$ cat config.mk
export PLATFORM = sky130hd
export DESIGN_NAME = mi_front
export DESIGN_NICKNAME = d
export VERILOG_FILES = /design/src/hdl/assert_macros.svh /design/src/hdl/mi_pkg.sv /design/src/hdl/mi_front.sv
export SDC_FILE = /design/constraint.sdc
export NUM_CORES = 1
export LEC_CHECK = 0
export BUFFER_PORTS_ARGS = -buffer_cell sky130_fd_sc_hd__buf_4
export CAP_MARGIN = 0
export CORE_UTILIZATION = 26
export DETAILED_ROUTE_END_ITERATION = 7
export GPL_ROUTABILITY_DRIVEN = 1
export PLACE_DENSITY = 0.77
export SLEW_MARGIN = 30
export SYNTH_ARGS = -nofsm -noshare
export SYNTH_HDL_FRONTEND = slang
export SYNTH_SLANG_ARGS = --single-unit
$ cat constraint.sdc
create_clock -name i_clk -period 1.1 [get_ports i_clk]
set_input_delay 0.22 -clock i_clk [delete_from_list [all_inputs] [get_ports i_clk]]
set_output_delay 0.22 -clock i_clk [all_outputs]
set_load 0.02 [all_outputs]
$ cat src/hdl/assert_macros.svh
// Assertion macros used by the block's top-level RTL.
// No dependencies; include by bare file name.
`ifndef ASSERT_MACROS_SVH
`define ASSERT_MACROS_SVH

// same-cycle implication
`define ASSERT_IMP(lbl, clk, rst_n, ante, cons, msg) \
    lbl: assert property (@(posedge clk) disable iff (!(rst_n)) (ante) |-> (cons)) \
        else $error(msg);

// next-cycle implication
`define ASSERT_NXT(lbl, clk, rst_n, ante, cons, msg) \
    lbl: assert property (@(posedge clk) disable iff (!(rst_n)) (ante) |=> (cons)) \
        else $error(msg);

`endif

$ cat src/hdl/mi_pkg.sv
// Shared types and constants of the 4x4 matrix inverse block.
// No dependencies.
package mi_pkg;
    localparam int ELEM_W           = 32;
    localparam int IDX_W            = 4;
    localparam int N_ELEM           = 16;
    localparam int ACC_W            = 136;
    localparam int OUT_W            = 64;
    localparam int OUT_FRAC_BITS    = 32;
    localparam int QUEUE_DEPTH      = 4;
    localparam int IN_FRAC_BITS_DEF = 16;

    localparam logic [IDX_W-1:0] LAST_IDX = IDX_W'(N_ELEM - 1);

    typedef struct packed {
        logic [IDX_W-1:0]  idx;
        logic [ELEM_W-1:0] value;
    } t_elem_req;
endpackage

$ cat src/hdl/mi_front.sv
// Front end: numbers incoming element requests and hands them to the queue.
// Depends on mi_pkg.
module mi_front import mi_pkg::*; (
    input  logic              i_clk,
    input  logic              i_rst_n,
    input  logic              i_start,
    input  logic              i_full,
    input  logic [ELEM_W-1:0] i_elem_value,
    output logic              o_push,
    output t_elem_req         o_req
);
    logic [IDX_W-1:0] r_count;

    assign o_push      = i_start && !i_full;
    assign o_req.idx   = r_count;
    assign o_req.value = i_elem_value;

    always_ff @(posedge i_clk) begin
        if (!i_rst_n) begin
            r_count <= '0;
        end else if (o_push) begin
            r_count <= r_count + 1'b1;
        end
    end
endmodule

# Word level (Yosys, flattened, before mapping)
# Index checks and enable logic that the tools add are counted.
# Widths: inputs -> output; s select.
dict set report totals {
  ff_bits 4
  in_bits 36
  out_inout_bits 37
  elab_cells 4
}
dict set report op_classes {
  add_sub_neg 1
  n_reduce_logical 2
}
# operator n
set op_table {}
lappend op_table {{$add 4x1->4 const B} 1}
lappend op_table {{$logic_and 1x1->1} 1}
lappend op_table {{$logic_not 1->1} 1}

# Depth between registers and ports, before layout
dict set report depth {
  ltp_word 2
  ltp_mapped 4
  ltp_nobuf 4
}

# Worst setup path after synthesis
# Ideal clock, no wire load.
dict set report synth_path {
  kind {register to register}
  start {register r_count[0]}
  end {register r_count[2]}
  arrival_time_ns 1.000
  t_required_ns 0.985
  path_slack_ns -0.015
  path_stages_with_launch 5
  path_buffers 0
  path_cell_list {dfxtp_1 > ha_1 > nand3b_1 > xnor2_1 > and2_1}
}
dict set report synth_via {
  elab_chain_cells 1
}
# item line_no
set synth_lines {}
lappend synth_lines {{start, declared} mi_front.sv:12} ;# logic [IDX_W-1:0] r_count;
lappend synth_lines {{start signal, assigned} mi_front.sv:22} ;# r_count <= r_count + 1'b1;
lappend synth_lines {{$add 4x1->4} mi_front.sv:22}
# Every way passes these cells.
# A chain may end at the register's enable or synchronous reset.

# Final worst setup path
# Same ends and word-level chain as after synthesis.

==> metrics.txt <==
outcome finished, final reports clean; layout cells sized above 1 50.0%; Netlist cell types 13; # fillers 173; area grow syn2layout -31.7%; worst endpoint required time 1220 ps; CORE AREA 1520 µm²; # port buffers 8; reg2reg setup slack 110 ps; total track usage 6.01%; Hold Path Class in -> reg; post-synthesis register bit count 4; grt ovf 0; RSZ-0062 raised after global routing no; Critical Path AT 1110 ps; Final Total Pwr 0.385 mW; first-pass GRT wire length 738 µm; slowest CP cell dfxtp_2; crit end category flip-flop; cells on worst reg2reg path 4; Crit. Startpoint r_count[0]; Die Height 42.5 µm; Via density 4.27; vias in the first global route 171; initial antenna violation count 0; # rows 14; Die Area 1810 µm²; Iter 0 DRT Violations 3; post-CTS sizing 0; leakage 0.141 nW; remaining antenna violation count 0; Clock Tree Buf Depth 2; Critical R2R Launch r_count[0]; DRC viols 0; Worst Path Max Fanout 4; RR Endpoint r_count[2]; CTS Buf Count 3; cts hold-fix bufs 0; clock slew at reported path FFs 40 ps; top-count cell post-synth buf_4; fin cells 44; Largest regs r_count (4); fmax 1010 MHz; HP Start i_rst_n; DR WL/cell 11.4 µm; worst rel slew slack 91.7%; VDD IR max 0.565 mV; crit path cell chain ha_1 -> nand3b_1 -> xnor2_1 -> and2_1; Hold Crit Depth 2; synth warn 0; die width 42.5 µm; Avg Inst Size Synth 8.71 µm²; initial core utilization 28.0%; # Post-CTS Setup Buffers 0; CTS tree yes; pwr/cell area 1320 nW/µm²; Skew-Pair Late Insertion Delay 230 ps; cell area after synthesis 427 µm²; final worst path period share 90.2%; Post-Route WL 501 µm; final hold vios 0; I/O pins 73; sequential area share after synthesis 18.8%; Post-synth top cells buf_4 (32), dfxtp_1 (4), and2_1 (2), mux2i_1 (2); ys flop type dfxtp_1; Hold Crit Endpoint r_count[0]; clk sinks 4; share of the synthesized area in the top cell type 56.3%; Slew Limit Fails 0; Slew @ Worst Pin 121 ps; Synth area leader buf_4; placed cells 41; vias after detailed routing 188; min cycle time layout 992 ps; gpl congestion 0.662; Top reg by flops r_count; Clock H-tree levels 1; Worst Clk Skew 0.466 ps; CTS root buf clkbuf_4; max reg flops 4; EDFF count, synth 0; Antenna Cells 0; Final nets 67; largest net degree at the start of global routing 6; Cells after Synth 49; Synth area leaders buf_4 (56%), dfxtp_1 (19%), mux2i_1 (4.7%); syn_nets 86; CP max stage delay 350 ps; drt pass-1 iters 2; CP Class reg -> reg; Final Setup Violations 0; final setup TNS 0 ps; ys async rst share 0%; max cap viols 0; crit start category flip-flop
-- cell families (layout without fill, tap and decap cells) --
kind of cell	after synthesis	in the layout	share of synthesized area [%]
buf+inv	32	11	56.3
fa+ha+maj	1	1	2.93
simple gates	8	8	13.2
mux	2	2	4.69
flops	4	4	18.8
xor+xnor	2	2	4.11
-- critical path: cells and delay by family, from the launching register on --
family	cells	cell delay [ps]
fa+ha+maj	1	160
flops	1	350
xor+xnor	1	130
simple gates	2	240
-- cell usage in the layout (no fill, tap or decap) --
cell,instances
nor2b_4,1
dfxtp_2,2
nand4_1,1
clkbuf_4,3
and2_1,2
nand2b_1,1
xor2_1,1
buf_4,8
nand3b_1,1
ha_1,1
nand2_1,1
xnor2_1,1
mux2i_1,2
dfxtp_1,2
nor2b_1,1
-- stage by stage --
stage | util, % | setup slack, ps | hold slack (ps) | cell area, µm²
after detailed placement | 17.7 | 125 | 440 | 269
after global placement | 17.7 | 169 | 440 | 269
after floorplan | - | 89.9 | 342 | 429
after global routing | 19.1 | 59.6 | 235 | 292
final | 19.1 | 108 | 234 | 292
after CTS | 19.1 | 111 | 226 | 292
-- routing by layer --
metal  track usage (%)  up-vias  share of wire [%]
met4              5.00        0               0.80
li1                  -       81                  -
met3              6.90        2                 23
met1              7.27       84                 43
met2              4.92       21                 34
met5                 0        -                  0
-- how the worst max path moves through the flow --
stage                       endpoint  slack (ps)  cells past startpoint
after CTS                 r_count[2]         110                      4
after detailed placement  r_count[2]         130                      4
after global routing      r_count[2]          60                      4
after global placement    r_count[2]         170                      4
after floorplan           r_count[2]          90                      4
final                     r_count[2]         110                      4
-- report_power, final --
| part | internal, mW | switching, mW |
|---|---|---|
| clock network | 0.122 | 0.0566 |
| logic | 0.0263 | 0.0222 |
| registers | 0.152 | 0.00591 |
-- area by class of cell --
type / instances / area [µm²] / share of cell area, %
sequential: 4 / 82.6 / 28.3
multi-input combinational: 13 / 106 / 36.5
clock buffer: 3 / 22.5 / 7.73
timing repair buffer: 8 / 60.1 / 20.6
tap: 16 / 20.0 / 6.87
Note: power is estimated with default switching activity, not from simulation.
