**config.mk**
```make
export PLATFORM = sky130hd
export DESIGN_NAME = mi_queue
export DESIGN_NICKNAME = d
export VERILOG_FILES = /design/src/hdl/assert_macros.svh /design/src/hdl/mi_pkg.sv /design/src/hdl/mi_queue.sv
export SDC_FILE = /design/constraint.sdc
export NUM_CORES = 1
export LEC_CHECK = 0
export BUFFER_PORTS_ARGS = -buffer_cell sky130_fd_sc_hd__buf_2
export CELL_PAD_IN_SITES_DETAIL_PLACEMENT = 0
export CELL_PAD_IN_SITES_GLOBAL_PLACEMENT = 1
export CORE_MARGIN = 5
export CORE_UTILIZATION = 45
export DETAILED_ROUTE_END_ITERATION = 7
export PLACE_DENSITY = 0.75
export SYNTH_ARGS = -nofsm -noshare
export SYNTH_HDL_FRONTEND = slang
export SYNTH_SLANG_ARGS = --single-unit
```
**constraint.sdc**
```tcl
create_clock -name i_clk -period 2.08 [get_ports i_clk]
set_clock_uncertainty 0.2 [all_clocks]
set_input_delay 0.208 -clock i_clk [delete_from_list [all_inputs] [get_ports i_clk]]
set_output_delay 0.208 -clock i_clk [all_outputs]
set_load 0.1 [all_outputs]
```
**src/hdl/assert_macros.svh**
```systemverilog
// Assertion macros used by the block's top-level RTL.
// No dependencies; include by bare file name.
`ifndef ASSERT_MACROS_SVH
`define ASSERT_MACROS_SVH

// same-cycle implication
`define ASSERT_IMP(lbl, clk, rst_n, ante, cons, msg) \
    lbl: assert property (@(posedge clk) disable iff (!(rst_n)) (ante) |-> (cons)) \
        else $error(msg);

// next-cycle implication
`define ASSERT_NXT(lbl, clk, rst_n, ante, cons, msg) \
    lbl: assert property (@(posedge clk) disable iff (!(rst_n)) (ante) |=> (cons)) \
        else $error(msg);

`endif

```
**src/hdl/mi_pkg.sv**
```systemverilog
// Shared types and constants of the 4x4 matrix inverse block.
// No dependencies.
package mi_pkg;
    localparam int ELEM_W           = 32;
    localparam int IDX_W            = 4;
    localparam int N_ELEM           = 16;
    localparam int ACC_W            = 136;
    localparam int OUT_W            = 64;
    localparam int OUT_FRAC_BITS    = 32;
    localparam int QUEUE_DEPTH      = 4;
    localparam int IN_FRAC_BITS_DEF = 16;

    localparam logic [IDX_W-1:0] LAST_IDX = IDX_W'(N_ELEM - 1);

    typedef struct packed {
        logic [IDX_W-1:0]  idx;
        logic [ELEM_W-1:0] value;
    } t_elem_req;
endpackage

```
**src/hdl/mi_queue.sv**
```systemverilog
// Short request queue between front and back ends.
// Depends on mi_pkg.
module mi_queue import mi_pkg::*; #(
    parameter int DEPTH = QUEUE_DEPTH
) (
    input  logic      i_clk,
    input  logic      i_rst_n,
    input  logic      i_push,
    input  t_elem_req i_push_req,
    output logic      o_full,
    input  logic      i_pop,
    output logic      o_valid,
    output t_elem_req o_head
);
    localparam int PTR_W = $clog2(DEPTH);

    t_elem_req        r_slot [DEPTH];
    logic [PTR_W:0]   r_wr_ptr;
    logic [PTR_W:0]   r_rd_ptr;

    assign o_valid = r_wr_ptr != r_rd_ptr;
    assign o_full  = (r_wr_ptr[PTR_W] != r_rd_ptr[PTR_W]) &&
                     (r_wr_ptr[PTR_W-1:0] == r_rd_ptr[PTR_W-1:0]);
    assign o_head  = r_slot[r_rd_ptr[PTR_W-1:0]];

    always_ff @(posedge i_clk) begin
        if (!i_rst_n) begin
            r_wr_ptr <= '0;
            r_rd_ptr <= '0;
        end else begin
            if (i_push) begin
                r_wr_ptr <= r_wr_ptr + 1'b1;
            end
            if (i_pop && o_valid) begin
                r_rd_ptr <= r_rd_ptr + 1'b1;
            end
        end
    end

    always_ff @(posedge i_clk) begin
        if (i_push) begin
            r_slot[r_wr_ptr[PTR_W-1:0]] <= i_push_req;
        end
    end
endmodule

```
# Yosys cells after proc, flatten, opt, wreduce, memory -nomap -nowiden
# Memory sizes are Yosys's and may differ from the RTL's. A register that Yosys moved wholly into a read port is not among the register bits.
# Index checks and enable logic that the tools add are counted.
[op_classes]
n_reduce_logical = 2
n_addsub = 2
n_eq_ne = 3
n_mux = 4
[op_table]
columns = ["operator", "n"]
rows = [
  ["$add A3 B1 Y3 const B", 2],
  ["$mux W2", 2],
  ["$ne A3 B3 Y1", 1],
  ["$eq A2 B2 Y1", 1],
  ["$logic_and A1 B1 Y1", 2],
  ["$mux W1", 2],
  ["$ne A1 B1 Y1", 1],
]
[totals]
mem_bits_rw = 144
out_inout_bits = 38
mem_count = 1
wordCells = 14
reg_bits = 6
[memory_table]
columns = ["name", "words", "width", "read_ports", "rd_ports_with_merged_regs", "wr", "line", "source"]
rows = [
  ["r_slot", 4, 36, 1, 1, 1, "mi_queue.sv:17", "t_elem_req r_slot [DEPTH];"],
]

# Logic depth before layout (Yosys ltp)
# Gate-level depths: netlist of the first run.
[logic_depth]
ltp_word = 4
mapped_depth = 5
depth_no_buf = 4

# Least setup slack after synthesis of the first run
# No wires, ideal clock.
[synth_timing]
kind = "reg-to-output"
startpoint = "reg r_wr_ptr[1]"
endpoint = "out o_full"
slack_ns = -1.051
n_path_buf = 1
stages_incl_launch_ff = 4
t_arrival_ns = 2.723
cell_sequence = "dfxtp_1 clkbuf_2 xor2_1 nor3_1"
[synth_via]
elab_chain_cells = 2
[synth_rtl]
columns = ["item", "line", "source"]
rows = [
  ["start: declaration", "mi_queue.sv:18", "logic [PTR_W:0] r_wr_ptr;"],
  ["start signal: assignment", "mi_queue.sv:32", "r_wr_ptr <= r_wr_ptr + 1'b1;"],
  ["$eq A2 B2 Y1", "mi_queue.sv:23", "(r_wr_ptr[PTR_W-1:0] == r_rd_ptr[PTR_W-1:0]);"],
  ["$logic_and A1 B1 Y1", "mi_queue.sv:22", "assign o_full = (r_wr_ptr[PTR_W] != r_rd_ptr[PTR_W]) &&"],
  ["end: declaration", "mi_queue.sv:10", "output logic o_full,"],
]
# No other way between the ends.

==> flow_metrics.tcl, run 1 <==
set metrics [dict create \
    setup_tns_ns -1.65 \
    seq_area_mm2 0.00449 \
    power_density_mw_per_mm2 1380 \
    synth_seq_area_share 0.789 \
    violations "setup timing" \
    post_drt_via_cell_ratio 4.96 \
    power_leakage_nw 2.65 \
    dr.pass1.iters 4 \
    syn_inst 243 \
    ant_nets 0 \
    finalWorstSetupSlack_ns -0.0796 \
    synth_top_area_frac 0.760 \
    ys_ff_latch 152 \
    pre_cts_ws_ns 0.197 \
    status "finished, violations left" \
    area_growth_pct 34.5 \
    cts.path.max_buffers 2 \
    drt-initial-drc-count 157 \
    wl_per_cell_um 18.0 \
    setup_violations 36 \
    coreArea_mm2 0.0125 \
    end_kind "output port" \
    worst_slew_pin_slew_ns 0.362 \
    num_vias 2810 \
    place.gp.congestion 0.705 \
    clockRootBuffer "clkbuf_16" \
    synthArstFlopShare 0 \
    fin_crit_sh 1.04 \
    nets 428 \
    port_buffers 77 \
    rows 41 \
    drt-total-wl_um 10200 \
    yosys_warnings 0 \
    slew_violations 0 \
    max_slew_margin 0.758 \
    numCtsBuffers 17 \
    hold_ws_ns 0.342 \
    synth_fp_nets 288 \
    mostFrequentLayoutCell "edfxtp_1" \
    hpwlAfterDp_um 6060 \
    insertion_delay_ns 0.41 \
    die_h_um 122 \
    hp-class "input port to flip-flop" \
    final_cell_mix "edfxtp_1, dlygate4sd3_1, buf_2" \
    ir_worst_vdd_mv 1.12 \
    reg2reg_setup_slack_ns 0.33 \
    synth-edff-count 144 \
    cp.required_ns 1.67 \
    fp.dieW_um 122 \
    multi_input_area_mm2 0.00115 \
    route.detailed.drc 0 \
    cp-start-kind "flip-flop" \
    grt-ovfl-total 0 \
    arrival_ns 1.75 \
    synth_top_area_cell "edfxtp_1" \
    min_period_ns 2.16 \
    antenna_found_initial 0 \
    rsz0062_at_grt "true" \
    grtUsageTotal 0.149 \
    h-tree-depth 4 \
    cts_tree "done" \
    max_freq_mhz 463 \
    drive_gt1_frac 0.413 \
    crit_fanout 11 \
    diodes 0 \
    cts_sinks 152 \
    syn_area_mm2 0.00569 \
    crit_type "flip-flop to output port" \
    syn_avg_cell_area_um2 23.4 \
    clkTransAtPathRegs_ns 0.06 \
    maxCapViolCount 0 \
    synth_flop_cell "edfxtp_1" \
    grt_pass1_wl_um 16100 \
    grt_max_degree 27 \
    io_pins 78 \
    grt_pass1_vias 3011 \
    start_util 0.454 \
    nFillCells 922 \
    synth_area_leaders "edfxtp_1, mux4_2, dfxtp_1" \
    synth_cell_type_count 29 \
    hold_viol 0 \
    fp.dieArea_mm2 0.0150 \
]
-- layout make-up --
cell class / instances / share of cell area
flip-flops and latches: 152 / 0.587
repair buffers: 130 / 0.161
multi-input cells: 78 / 0.151
clock buffers: 20 / 0.0571
well taps: 172 / 0.0281
clock inverters: 11 / 0.0141
inverters: 4 / 0.00196
-- power breakdown --
part | total, W | leakage, nW | internal, W | switching (W)
clock | 0.00283 | 0.264 | 0.00174 | 0.00109
combinational | 0.00411 | 0.996 | 0.00131 | 0.00279
sequential | 0.00362 | 1.39 | 0.00353 | 0.0000913
-- synth_stat cells, types with 3 or more instances --
master	n
and2_1	4
buf_2	3
buf_6	3
dfxtp_1	8
edfxtp_1	144
ha_1	5
inv_1	4
mux4_2	36
nand2_1	3
nand3_1	3
nor2_1	3
xnor2_1	4
xor2_1	3
-- cells by family (layout without fill, tap and decap cells) --
family                     count (synthesis)  after routing  share of synthesized area
xor gates and xnor gates                   8              8                     0.0136
buffers and inverters                     13            165                     0.0143
and+or+nand+nor                           21             21                     0.0200
DFF                                      152            152                      0.789
AOI/OAI and AO/OA                          7              7                    0.00814
muxes                                     37             37                      0.144
adders and majority gates                  5              5                     0.0110
-- critical path, stage by stage (launching register included) --
cell and delay (ns):
dfxtp_4 0.41, buf_12 0.17, mux4_2 0.54, buf_6 0.21
-- metrics by stage --
stage                     cell area (um^2)  std cells  power (W)  utilization
after global routing                  7650        567     0.0109        0.611
after global placement                6400        495    0.00722        0.512
after floorplan                       5700        243    0.00667            -
final                                 7650        567     0.0106        0.611
after detailed placement              6400        495    0.00723        0.512
after CTS                             7670        569     0.0107        0.612
-- timing repair --
action                                 CTS  global route
resized for setup                       81             9
setup endpoints to repair               38            38
gates cloned                             1             0
pin swaps                                0             0
setup buffers                            2             0
hold buffers                            40             0
endpoints found under the hold margin  152             0
-- state kept, by name, summed over array words and instances, names as in the netlist, named ones only --
name      count
r_slot      144
r_wr_ptr      3
r_rd_ptr      3
-- per-layer routing --
metal	share of wire	vias to the layer above	global-route usage	wire [um]
met5	0	-	0	0
met4	0.016	0	0.0672	163
met3	0.046	12	0.0442	475
met2	0.49	69	0.237	5000
met1	0.45	1433	0.189	4580
li1	-	1296	-	-
-- worst paths after layout --
| check | start | endpoint | cells after the start |
|---|---|---|---|
| max | flip-flop | o_head[33] | 3 |
| min reg2reg | r_rd_ptr[2] | r_rd_ptr[2] | 2 |
| max reg2reg | r_wr_ptr[0] | r_slot[0][16] | 4 |
| min | i_push_req[22] | r_slot[0][22] | 2 |
Power figures use the tool's default switching activity.
==> inputs of run 2 (changes only) <==
Settings changed: PLACE_DENSITY 0.75 to 0.76.
Clock period 2.08 ns to 2.2 ns, I/O delays scaled along.
==> flow_metrics.tcl, run 2 (synthesized netlist as in run 1, its figures left out) <==
set metrics [dict create \
    place_inst 491 \
    power.switching_w 0.00383 \
    rsz0062_at_grt "true" \
    worst_slew_pin_slew_ns 0.488 \
    power_density_mw_per_mm2 1290 \
    area_growth_pct 33.9 \
    p_total_w 0.00985 \
    antenna_found_initial 0 \
    clkPwrFrac 0.254 \
    h-tree-depth 4 \
    port_buffers 77 \
    post_cts_buffers 0 \
    post_drt_via_cell_ratio 4.99 \
    seqPwrFrac 0.348 \
    reg2reg_setup_slack_ns 0.24 \
    ir_worst_vdd_mv 0.539 \
    power_frac_comb 0.398 \
    drt-initial-drc-count 132 \
    die_h_um 122 \
    num_vias 2820 \
    clockRootBuffer "clkbuf_16" \
    cp.required_ns 1.78 \
    route.detailed.drc 0 \
    final_cell_mix "edfxtp_1, dlygate4sd3_1, buf_2" \
    max_freq_mhz 458 \
    mostFrequentLayoutCell "edfxtp_1" \
    start_util 0.454 \
    max_slew_margin 0.672 \
    stdcell_count 565 \
    status "finished, final reports clean" \
    power_leakage_nw 2.62 \
    rows 41 \
    clkTransAtPathRegs_ns 0.06 \
    hold_viol 0 \
    drt-total-wl_um 10500 \
    cts.path.max_buffers 2 \
    place.gp.congestion 0.746 \
    ant_nets 0 \
    p_sw_frac 0.389 \
    crit_type "flip-flop to output port" \
    cts_sinks 152 \
    nFillCells 933 \
    maxCapViolCount 0 \
    multi_input_area_mm2 0.00114 \
    largest_register_ffs 144 \
    grt_max_degree 37 \
    dr.pass1.iters 4 \
    utilization 0.608 \
    insertion_delay_ns 0.42 \
    numCtsBuffers 17 \
    wl_per_cell_um 18.6 \
    hp-class "flip-flop to flip-flop" \
    hpwlAfterDp_um 5900 \
    io_pins 78 \
    grtUsageTotal 0.151 \
    grt_pass1_vias 3126 \
    fp.dieW_um 122 \
    cp-start-kind "flip-flop" \
    min_period_ns 2.18 \
    fin_crit_sh 0.992 \
    slew_violations 0 \
    setup_violations 0 \
    coreArea_mm2 0.0125 \
    power.internal_w 0.00602 \
    grt-ovfl-total 0 \
    nets 425 \
    fp.dieArea_mm2 0.0150 \
    arrival_ns 1.76 \
    end_kind "output port" \
    diodes 0 \
    cts_tree "done" \
    crit_fanout 14 \
    grt_pass1_wl_um 16400 \
    seq_area_mm2 0.00449 \
    drive_gt1_frac 0.410 \
]
[run 2: routing by layer]
layer	share of wire	up-vias	wire length, um	track usage
met5	0	-	0	0
met4	0.013	0	138	0.0567
met3	0.049	13	519	0.0516
met2	0.52	70	5480	0.256
met1	0.42	1444	4370	0.179
li1	-	1293	-	-
[run 2: critical path, cell delays in order, from the launching register on]
cell	delay, ns
dfxtp_4	0.42
buf_16	0.19
mux4_2	0.53
buf_6	0.20
[run 2: through the flow]
| stage | TNS [ns] | setup WS [ns] | cell area (um^2) | hold WS [ns] |
|---|---|---|---|---|
| global placement | 0 | 0.289 | 6360 | 0.230 |
| floorplan | 0 | 0.0441 | 5700 | 0.119 |
| detailed placement | 0 | 0.267 | 6360 | 0.235 |
| CTS | -0.514 | -0.0608 | 7530 | 0.331 |
| finish | 0 | 0.0186 | 7610 | 0.326 |
| global route | -1.22 | -0.0565 | 7610 | 0.341 |
[run 2: path summary, 6_finish.rpt]
path / endpoint / depth (start not counted) / start
min: r_rd_ptr[2] / 2 / r_rd_ptr[2]
max: o_head[29] / 3 / flip-flop
min reg2reg: r_rd_ptr[2] / 2 / r_rd_ptr[2]
max reg2reg: r_wr_ptr[1] / 5 / r_wr_ptr[1]
[run 2: area by class of cell]
type | count | share of cell area
Sequential cell | 152 | 0.590
Inverter | 4 | 0.00197
Clock inverter | 15 | 0.0115
Clock buffer | 17 | 0.0559
Multi-Input combinational cell | 78 | 0.150
Tap cell | 172 | 0.0283
Timing Repair Buffer | 127 | 0.162
[run 2: timing repair]
item,in CTS,in global routing
gates cloned,1,1
hold endpoints to repair,151,0
resized for setup,75,12
endpoints found under the setup margin,36,37
hold buffers,40,0
pin swaps,0,0
[run 2: power groups by stage]
stage	registers (W)	logic (W)	clock network (W)
finish	0.00343	0.00392	0.00250
global route	0.00344	0.00406	0.00270
CTS	0.00342	0.00383	0.00255
detailed placement	0.00346	0.00334	0
global placement	0.00345	0.00333	0
floorplan	0.00343	0.00288	0
